==> config.mk <==
export PLATFORM = sky130hd
export DESIGN_NAME = delay_adsr_envelope_level_unit
export DESIGN_NICKNAME = d
export VERILOG_FILES = /design/src/hdl/dadsr_pkg.sv /design/src/hdl/dadsr_div_pipe.sv /design/src/hdl/delay_adsr_envelope_level_unit.sv
export SDC_FILE = /design/constraint.sdc
export NUM_CORES = 2
export LEC_CHECK = 0
export BUFFER_PORTS_ARGS = -buffer_cell sky130_fd_sc_hd__buf_2
export CAP_MARGIN = 0
export CORE_ASPECT_RATIO = 0.9
export CORE_UTILIZATION = 55
export CTS_BUF_LIST = sky130_fd_sc_hd__clkbuf_4 sky130_fd_sc_hd__clkbuf_8
export DETAILED_ROUTE_END_ITERATION = 8
export PLACE_DENSITY = 0.71
export SLEW_MARGIN = 10
export SYNTH_ARGS = -nofsm -noshare
export SYNTH_HDL_FRONTEND = slang
export SYNTH_HIERARCHICAL = 1
export SYNTH_SLANG_ARGS = --single-unit
==> constraint.sdc <==
create_clock -name clk_i -period 14.04 [get_ports clk_i]
set_clock_uncertainty 0.15 [all_clocks]
set_input_delay 0 -clock clk_i [delete_from_list [all_inputs] [get_ports clk_i]]
set_output_delay 0 -clock clk_i [all_outputs]
set_load 0.03 [all_outputs]
==> src/hdl/dadsr_pkg.sv <==
// Shared types and constants of the delay/ADSR envelope level unit.
`default_nettype none

package dadsr_pkg;

  // Fixed field widths
  localparam int IN_W      = 32;
  localparam int SEG_W     = 3;
  localparam int CFG_IDX_W = 3;
  localparam int NUM_SEGS  = 5;

  // Level register reset values, truncated to the level width on use
  localparam int ATK_LVL_RST = 65535;
  localparam int SUS_LVL_RST = 32768;

  // Configuration register indexes
  localparam logic [CFG_IDX_W-1:0] CFG_DELAY_FRAMES   = 3'd0;
  localparam logic [CFG_IDX_W-1:0] CFG_ATTACK_FRAMES  = 3'd1;
  localparam logic [CFG_IDX_W-1:0] CFG_ATTACK_LEVEL   = 3'd2;
  localparam logic [CFG_IDX_W-1:0] CFG_DECAY_FRAMES   = 3'd3;
  localparam logic [CFG_IDX_W-1:0] CFG_SUSTAIN_FRAMES = 3'd4;
  localparam logic [CFG_IDX_W-1:0] CFG_SUSTAIN_LEVEL  = 3'd5;
  localparam logic [CFG_IDX_W-1:0] CFG_RELEASE_FRAMES = 3'd6;

  // Envelope segment codes
  typedef enum logic [SEG_W-1:0] {
    SEG_DELAY   = 3'd0,
    SEG_ATTACK  = 3'd1,
    SEG_DECAY   = 3'd2,
    SEG_SUSTAIN = 3'd3,
    SEG_RELEASE = 3'd4,
    SEG_END     = 3'd5
  } seg_e;

endpackage

`default_nettype wire

==> src/hdl/dadsr_div_pipe.sv <==
// Pipelined restoring divider, one quotient bit per stage, with a tag carried alongside.
`default_nettype none

module dadsr_div_pipe #(
  parameter int DEN_W = 24,
  parameter int Q_W   = 16,
  parameter int TAG_W = 20,
  localparam int NUM_W = DEN_W + Q_W
) (
  input  wire logic             clk_i,
  input  wire logic             rst_ni,
  input  wire logic             in_valid_i,
  output logic                  in_ready_o,
  input  wire logic [NUM_W-1:0] num_i,    // must stay below den_i * 2**Q_W
  input  wire logic [DEN_W-1:0] den_i,
  input  wire logic [TAG_W-1:0] tag_i,
  output logic                  out_valid_o,
  input  wire logic             out_ready_i,
  output logic [Q_W-1:0]        quot_o,
  output logic [TAG_W-1:0]      tag_o
);

  logic             v_q   [Q_W];
  logic             en    [Q_W];
  logic [NUM_W-1:0] rem_q [Q_W];
  logic [Q_W-1:0]   quo_q [Q_W];
  logic [DEN_W-1:0] den_q [Q_W];
  logic [TAG_W-1:0] tag_q [Q_W];

  for (genvar j = 0; j < Q_W; j++) begin : g_stage
    logic             v_in;
    logic [NUM_W-1:0] rem_in;
    logic [Q_W-1:0]   quo_in;
    logic [DEN_W-1:0] den_in;
    logic [TAG_W-1:0] tag_in;
    logic [NUM_W-1:0] trial;
    logic [NUM_W-1:0] rem_d;
    logic [Q_W-1:0]   quo_d;

    // Take the previous stage, or the input beat at the head
    if (j == 0) begin : g_head
      assign v_in   = in_valid_i;
      assign rem_in = num_i;
      assign quo_in = '0;
      assign den_in = den_i;
      assign tag_in = tag_i;
    end else begin : g_body
      assign v_in   = v_q[j-1];
      assign rem_in = rem_q[j-1];
      assign quo_in = quo_q[j-1];
      assign den_in = den_q[j-1];
      assign tag_in = tag_q[j-1];
    end

    // Advance when this stage is empty or its successor moves
    if (j == Q_W - 1) begin : g_tail_en
      assign en[j] = !v_q[j] || out_ready_i;
    end else begin : g_mid_en
      assign en[j] = !v_q[j] || en[j+1];
    end

    // Try subtracting the shifted divisor for quotient bit Q_W-1-j
    always_comb begin
      trial = NUM_W'(den_in) << (Q_W - 1 - j);
      rem_d = rem_in;
      quo_d = quo_in;
      if (rem_in >= trial) begin
        rem_d = rem_in - trial;
        quo_d[Q_W-1-j] = 1'b1;
      end
    end

    always_ff @(posedge clk_i or negedge rst_ni) begin
      if (!rst_ni) begin
        v_q[j] <= 1'b0;
      end else if (en[j]) begin
        v_q[j] <= v_in;
      end
    end

    always_ff @(posedge clk_i) begin
      if (en[j]) begin
        rem_q[j] <= rem_d;
        quo_q[j] <= quo_d;
        den_q[j] <= den_in;
        tag_q[j] <= tag_in;
      end
    end
  end

  assign in_ready_o  = en[0];
  assign out_valid_o = v_q[Q_W-1];
  assign quot_o      = quo_q[Q_W-1];
  assign tag_o       = tag_q[Q_W-1];

endmodule

`default_nettype wire

==> src/hdl/delay_adsr_envelope_level_unit.sv <==
// Top level of the delay/ADSR linear envelope level unit.
//
// Usage: write the seven envelope registers through cfg_we_i/cfg_idx_i/cfg_wdata_i
// while no beat is in flight. Each slave beat carries one absolute frame index;
// each master beat returns the envelope level at that frame in tdata and the
// segment code plus the finished flag in tuser.
// Throughput: one beat per clock while m_axis_tready is high. The pipeline has five segment-search stages,
// one ramp setup stage, one multiply stage, LEVEL_BITS divider stages (one
// quotient bit each) and an output register.
// Reset: all stage valid bits clear, frame lengths go to zero, attack level to
// all ones of the default 16-bit scale and sustain level to half scale.
// Stall: when m_axis_tready is low, results hold in place and each stage keeps
// accepting until its own successor is full; s_axis_tready drops only once the
// whole pipeline is occupied. Nothing is lost or repeated.
`default_nettype none

module delay_adsr_envelope_level_unit #(
  parameter int FRAME_BITS = 24,
  parameter int LEVEL_BITS = 16,
  localparam int CFG_W = (FRAME_BITS > LEVEL_BITS) ? FRAME_BITS : LEVEL_BITS,
  localparam int OUT_W = ((LEVEL_BITS + 7) / 8) * 8
) (
  input  wire logic                               clk_i,
  input  wire logic                               rst_ni,
  input  wire logic                               cfg_we_i,
  input  wire logic [dadsr_pkg::CFG_IDX_W-1:0]    cfg_idx_i,
  input  wire logic [CFG_W-1:0]                   cfg_wdata_i,
  input  wire logic                               s_axis_tvalid,
  output logic                                    s_axis_tready,
  input  wire logic [dadsr_pkg::IN_W-1:0]         s_axis_tdata,  // [31:0] frame_index
  output logic                                    m_axis_tvalid,
  input  wire logic                               m_axis_tready,
  output logic [OUT_W-1:0]                        m_axis_tdata,  // [LEVEL_BITS-1:0] level
  output logic [dadsr_pkg::SEG_W:0]               m_axis_tuser   // [2:0] segment, [3] finished
);

  localparam int IN_W  = dadsr_pkg::IN_W;
  localparam int NSEG  = dadsr_pkg::NUM_SEGS;
  localparam int SEG_W = dadsr_pkg::SEG_W;
  localparam int PROD_W = FRAME_BITS + LEVEL_BITS;
  localparam int TAG_W  = LEVEL_BITS + 1 + SEG_W;

  // ---------------------------------------------------------------------------
  // Configuration registers
  logic [FRAME_BITS-1:0] delay_q, attack_q, decay_q, sustain_q, release_q;
  logic [LEVEL_BITS-1:0] atk_lvl_q, sus_lvl_q;

  always_ff @(posedge clk_i or negedge rst_ni) begin
    if (!rst_ni) begin
      delay_q   <= '0;
      attack_q  <= '0;
      decay_q   <= '0;
      sustain_q <= '0;
      release_q <= '0;
      atk_lvl_q <= LEVEL_BITS'(dadsr_pkg::ATK_LVL_RST);
      sus_lvl_q <= LEVEL_BITS'(dadsr_pkg::SUS_LVL_RST);
    end else if (cfg_we_i) begin
      case (cfg_idx_i)
        dadsr_pkg::CFG_DELAY_FRAMES:   delay_q   <= cfg_wdata_i[FRAME_BITS-1:0];
        dadsr_pkg::CFG_ATTACK_FRAMES:  attack_q  <= cfg_wdata_i[FRAME_BITS-1:0];
        dadsr_pkg::CFG_ATTACK_LEVEL:   atk_lvl_q <= cfg_wdata_i[LEVEL_BITS-1:0];
        dadsr_pkg::CFG_DECAY_FRAMES:   decay_q   <= cfg_wdata_i[FRAME_BITS-1:0];
        dadsr_pkg::CFG_SUSTAIN_FRAMES: sustain_q <= cfg_wdata_i[FRAME_BITS-1:0];
        dadsr_pkg::CFG_SUSTAIN_LEVEL:  sus_lvl_q <= cfg_wdata_i[LEVEL_BITS-1:0];
        dadsr_pkg::CFG_RELEASE_FRAMES: release_q <= cfg_wdata_i[FRAME_BITS-1:0];
        default: ;
      endcase
    end
  end

  logic [FRAME_BITS-1:0] seg_len [NSEG];
  assign seg_len[0] = delay_q;
  assign seg_len[1] = attack_q;
  assign seg_len[2] = decay_q;
  assign seg_len[3] = sustain_q;
  assign seg_len[4] = release_q;

  // ---------------------------------------------------------------------------
  // Segment search: one segment compared per stage
  logic              fv_q   [NSEG];
  logic              fen    [NSEG];
  logic [IN_W-1:0]   ff_q   [NSEG];
  dadsr_pkg::seg_e   fseg_q [NSEG];
  logic              ffnd_q [NSEG];
  logic              sen;

  for (genvar k = 0; k < NSEG; k++) begin : g_find
    logic            v_in;
    logic [IN_W-1:0] f_in;
    dadsr_pkg::seg_e seg_in;
    logic            fnd_in;
    logic [IN_W-1:0] len_ext;
    logic [IN_W-1:0] f_d;
    dadsr_pkg::seg_e seg_d;
    logic            fnd_d;

    if (k == 0) begin : g_head
      assign v_in   = s_axis_tvalid;
      assign f_in   = s_axis_tdata;
      assign seg_in = dadsr_pkg::SEG_END;
      assign fnd_in = 1'b0;
    end else begin : g_body
      assign v_in   = fv_q[k-1];
      assign f_in   = ff_q[k-1];
      assign seg_in = fseg_q[k-1];
      assign fnd_in = ffnd_q[k-1];
    end

    if (k == NSEG - 1) begin : g_tail_en
      assign fen[k] = !fv_q[k] || sen;
    end else begin : g_mid_en
      assign fen[k] = !fv_q[k] || fen[k+1];
    end

    // Claim this segment, or step the offset past it
    always_comb begin
      len_ext = IN_W'(seg_len[k]);
      f_d     = f_in;
      seg_d   = seg_in;
      fnd_d   = fnd_in;
      if (!fnd_in) begin
        if (f_in < len_ext) begin
          seg_d = dadsr_pkg::seg_e'(k);
          fnd_d = 1'b1;
        end else begin
          f_d = f_in - len_ext;
        end
      end
    end

    always_ff @(posedge clk_i or negedge rst_ni) begin
      if (!rst_ni) begin
        fv_q[k] <= 1'b0;
      end else if (fen[k]) begin
        fv_q[k] <= v_in;
      end
    end

    always_ff @(posedge clk_i) begin
      if (fen[k]) begin
        ff_q[k]   <= f_d;
        fseg_q[k] <= seg_d;
        ffnd_q[k] <= fnd_d;
      end
    end
  end

  assign s_axis_tready = fen[0];

  // ---------------------------------------------------------------------------
  // Ramp setup: pick end levels and length of the found segment
  logic                  sv_q;
  logic [FRAME_BITS-1:0] spos_q, slen_q;
  logic [LEVEL_BITS-1:0] sdiff_q, sfrom_q;
  logic                  sup_q;
  dadsr_pkg::seg_e       sseg_q;
  logic                  men;

  logic [LEVEL_BITS-1:0] lfrom, lto, ldiff;
  logic [FRAME_BITS-1:0] llen;
  logic                  lramp, lup;

  always_comb begin
    lfrom = '0;
    lto   = '0;
    llen  = '0;
    case (fseg_q[NSEG-1])
      dadsr_pkg::SEG_ATTACK: begin
        lto  = atk_lvl_q;
        llen = attack_q;
      end
      dadsr_pkg::SEG_DECAY: begin
        lfrom = atk_lvl_q;
        lto   = sus_lvl_q;
        llen  = decay_q;
      end
      dadsr_pkg::SEG_SUSTAIN: begin
        lfrom = sus_lvl_q;
        lto   = sus_lvl_q;
      end
      dadsr_pkg::SEG_RELEASE: begin
        lfrom = sus_lvl_q;
        llen  = release_q;
      end
      default: ;
    endcase
    lramp = fseg_q[NSEG-1] inside {dadsr_pkg::SEG_ATTACK, dadsr_pkg::SEG_DECAY,
                                   dadsr_pkg::SEG_RELEASE};
    lup   = (lto >= lfrom);
    ldiff = lup ? (lto - lfrom) : (lfrom - lto);
    // Flat segments divide zero by one so the divider sees a legal divisor
    if (!lramp) begin
      llen = FRAME_BITS'(1);
    end
  end

  assign sen = !sv_q || men;

  always_ff @(posedge clk_i or negedge rst_ni) begin
    if (!rst_ni) begin
      sv_q <= 1'b0;
    end else if (sen) begin
      sv_q <= fv_q[NSEG-1];
    end
  end

  always_ff @(posedge clk_i) begin
    if (sen) begin
      spos_q  <= ff_q[NSEG-1][FRAME_BITS-1:0];
      slen_q  <= llen;
      sdiff_q <= ldiff;
      sfrom_q <= lfrom;
      sup_q   <= lup;
      sseg_q  <= fseg_q[NSEG-1];
    end
  end

  // ---------------------------------------------------------------------------
  // Multiply: offset times height difference
  logic                  mv_q;
  logic [PROD_W-1:0]     mprod_q;
  logic [FRAME_BITS-1:0] mlen_q;
  logic [TAG_W-1:0]      mtag_q;
  logic                  div_in_ready;

  assign men = !mv_q || div_in_ready;

  always_ff @(posedge clk_i or negedge rst_ni) begin
    if (!rst_ni) begin
      mv_q <= 1'b0;
    end else if (men) begin
      mv_q <= sv_q;
    end
  end

  always_ff @(posedge clk_i) begin
    if (men) begin
      mprod_q <= PROD_W'(spos_q) * PROD_W'(sdiff_q);
      mlen_q  <= slen_q;
      mtag_q  <= {sfrom_q, sup_q, sseg_q};
    end
  end

  // ---------------------------------------------------------------------------
  // Divide by segment length
  logic                  dv;
  logic [LEVEL_BITS-1:0] dquot;
  logic [TAG_W-1:0]      dtag;
  logic                  oen;

  dadsr_div_pipe #(
    .DEN_W (FRAME_BITS),
    .Q_W   (LEVEL_BITS),
    .TAG_W (TAG_W)
  ) u_div (
    .clk_i       (clk_i),
    .rst_ni      (rst_ni),
    .in_valid_i  (mv_q),
    .in_ready_o  (div_in_ready),
    .num_i       (mprod_q),
    .den_i       (mlen_q),
    .tag_i       (mtag_q),
    .out_valid_o (dv),
    .out_ready_i (oen),
    .quot_o      (dquot),
    .tag_o       (dtag)
  );

  // ---------------------------------------------------------------------------
  // Output register: apply the ramp term to the starting level
  logic                  ov_q;
  logic [LEVEL_BITS-1:0] olvl_q;
  logic [SEG_W-1:0]      oseg_q;
  logic [LEVEL_BITS-1:0] tfrom, olvl_d;
  logic                  tup;
  logic [SEG_W-1:0]      tseg;

  assign tfrom  = dtag[TAG_W-1 -: LEVEL_BITS];
  assign tup    = dtag[SEG_W];
  assign tseg   = dtag[SEG_W-1:0];
  assign olvl_d = tup ? (tfrom + dquot) : (tfrom - dquot);
  assign oen    = !ov_q || m_axis_tready;

  always_ff @(posedge clk_i or negedge rst_ni) begin
    if (!rst_ni) begin
      ov_q <= 1'b0;
    end else if (oen) begin
      ov_q <= dv;
    end
  end

  always_ff @(posedge clk_i) begin
    if (oen) begin
      olvl_q <= olvl_d;
      oseg_q <= tseg;
    end
  end

  assign m_axis_tvalid = ov_q;
  assign m_axis_tdata  = OUT_W'(olvl_q);
  assign m_axis_tuser  = {(oseg_q == dadsr_pkg::SEG_END), oseg_q};

endmodule

`default_nettype wire

==> impl_metrics.ini <==
[layout]
design_area_sq_um = 121000
final_cell_mix = 1771 x edfxtp_1, 1044 x inv_1, 924 x nand2_1
final_util_pct = 61.2
areaGrowthSynthToFinish_pct = 10.6
finalNetCount = 11000
final_common_cell = edfxtp_1
drive_gt1_share_pct = 9.46
n_fill_cell = 15700

[route]
ant_nets = 0
dr.pass1.iters = 6
num_vias = 73900
drc = 0
wire_per_inst_um = 20.9
drtIter0Drc = 6146
drt_wl_total_um = 269000
viasPerCell = 5.75

[clock_network]
cts_inserted_buffers = 328
htreeDepth = 5
holdBufCountCts = 177
clkSlewWorstSetupHoldPaths_ps = 60
root_buffer = clkbuf_8
clkLatencyLatePin_ps = 1060
cts_tree = built
clockBufferDepth = 4
clkSinkCount = 1947
post-cts-setup-buffers = 0
post_cts_resized = 0

[hold_path]
hold_start = s_axis_tdata[10]
hold_class = input port to flip-flop
holdPathStages = 5
hold_end = ff_q[0][10]

[worst_setup_path]
crit_buf_inv = 3
crit_top_cell = nor2_1
r2r-end = mprod_q[33]
start_kind = flip-flop
r2r_slack_ps = 6480
critPathSlowestCell = nor2b_1
slowest_delay_ps = 740
crit_family = simple AND/OR/NAND/NOR gates
crit_required_ps = 13890
r2r_cells = 19
worstPathMaxFanout = 44
arrival_ps = 7950
end_kind = output port
timing.rr.start = sdiff_q[1]
path_class = flip-flop to output port
crit_chain = nand2b_1 -> nor2b_1 -> nand2_4 -> nor2_1 -> and2_1 -> and3_1 -> and3_1 -> nand3_4 -> nor2_1 -> nand4_1 -> nor2b_1 -> nand3_1 -> buf_4 -> nor2_1 -> nand4_1 -> buf_4 -> buf_2

[synth]
syn-num-nets = 10600
ys_seq_elements = 1947
synthCells = 9532
dominantRegCellSynth = edfxtp_1
avgSynthCellArea_sq_um = 11.5
syn_area_sq_um = 110000
synth_edf_count = 1771
synth_warnings = 6
synthArstFlopShare_pct = 9.04
yosysSeqAreaShare_pct = 52.5
synth_cell_types = 112

[placement]
portBuffers = 85
gp_congestion = 0.938
place_area_sq_um = 113000
hpwl_um = 202000

[floorplanning]
rows = 155
coreArea_sq_um = 198000
initial_core_util_pct = 55.3
dieArea_sq_um = 201000
num_io_pins = 86
die_h_um = 426
fp.dieW_um = 473

[power]
p_per_area_nw_per_um2 = 247
total_power_mw = 30.0
leakagePower_nw = 49.1
ir_drop_v = 0.000168

[run_status]
status = completed

[timing]
slew_headroom_pct = 17.3
setup_viol_count_final = 0
worstMarginPinSlew_ps = 1230
period_share_pct = 57.7
slew_violations = 0
finalSetupTns_ps = 0
fin_crit_ps = 8100
max_freq_ghz = 0.124
hold_viol_final = 0
rsz0062_at_grt = no

[global_routing]
grt_pass1_vias = 73500
antenna_found_initial = 8
grt_pass1_wl_um = 415000
grt_max_degree = 90
grt.total_usage_pct = 26.7
grt.overflow.total = 0

[run]
drv_cap = 0
power by group:
group	internal (mW)	switching (mW)	leakage (nW)
logic	5.92	8.57	24.2
registers	9.01	1.51	21.4
clock network	2.78	2.22	3.40
total	17.7	12.3	49.1
kinds of logic after synthesis:
group                    synth area share [%]
AND/OR/NAND/NOR                          10.7
AO/OA/AOI/OAI                            12.1
flip-flops                               52.5
buffers and inverters                    4.52
adder cells (fa/ha/maj)                  13.6
XOR/XNOR                                 4.87
multiplexers                             1.76
synth_stat cells (53+ instances only):
cell type | instances | area, sq um
dfrtp_1 | 159 | 3980
or3_1 | 53 | 332
nor2b_1 | 88 | 551
fa_1 | 329 | 6590
edfxtp_1 | 1771 | 53200
clkbuf_1 | 180 | 676
o31ai_1 | 55 | 413
o21a_1 | 87 | 653
and2_1 | 190 | 1190
a21o_1 | 279 | 2090
nor2_1 | 453 | 1700
nand4_1 | 75 | 469
ha_1 | 663 | 8300
xor2_1 | 263 | 2300
a21oi_1 | 557 | 2790
o21ai_0 | 593 | 2970
xnor2_1 | 346 | 3030
a211oi_1 | 53 | 398
inv_1 | 1050 | 3940
nand2_1 | 930 | 3490
nor4_1 | 60 | 375
o21bai_1 | 64 | 480
mux2_2 | 153 | 1720
nor3_1 | 128 | 641
nand3_1 | 109 | 546
nand2b_1 | 114 | 713
worst min-delay path: cells and delay by family:
| family | cells | cell delay (ps) |
|---|---|---|
| buffers and inverters | 2 | 650 |
| adders and majority gates | 1 | 220 |
| xor gates and xnor gates | 1 | 130 |
| AOI/OAI and AO/OA | 1 | 110 |
state kept, by name, summed over array words and instances (netlist names), 4 cells and up:
register,flops
attack_q,24
ffnd_q,4
mlen_q,24
atk_lvl_q,16
u_div/tag_q,320
decay_q,24
slen_q,24
u_div/rem_q,600
mtag_q,20
m_axis_tdata,16
ff_q,152
release_q,24
u_div/g_stage.v_in,15
sdiff_q,16
fseg_q,12
delay_q,24
g_find.v_in,4
u_div/quo_q,136
u_div/den_q,360
sus_lvl_q,16
mprod_q,40
spos_q,24
sustain_q,24
sfrom_q,16
routing by layer:
layer	part of all wire, %	wire (um)	global-route usage (%)	up-vias
met1	42	112000	34.1	36100
met3	5.1	13700	3.33	632
li1	-	-	-	34800
met4	5.2	14000	13.3	0
met5	0	0	0	-
met2	48	129000	44.9	2371
cell type report:
cell class	instances	area, sq um	share of cell area [%]
antenna	6	15.0	0.0124
clock buffer	435	5420	4.47
clock inverter	128	973	0.803
inverter	1053	3960	3.27
multi-input combinational	6289	47300	39.0
sequential	1947	57600	47.5
tap	2669	3340	2.75
timing repair buffer	324	2690	2.22
metrics by stage:
stage	worst slack, ps	std cells	hold slack (ps)
detailed placement	6610	12100	-188
global route	5250	12900	96.7
floorplan	1010	9532	-446
CTS	5770	12800	0.236
finish	5940	12900	115
global placement	6790	12100	-201
worst max path at each step:
stage,startpoint,endpoint,slack [ps],cells past startpoint
2_1_floorplan,m_axis_tvalid,ff_q[0][0],1010,14
3_3_place_gp,sdiff_q[1],mprod_q[33],6790,19
3_5_place_dp,sdiff_q[1],mprod_q[33],6610,19
4_1_cts,m_axis_tvalid,s_axis_tready,5770,17
5_1_grt,m_axis_tvalid,s_axis_tready,5250,17
6_report,m_axis_tvalid,s_axis_tready,5940,17
Power figures use the tool's default switching activity.
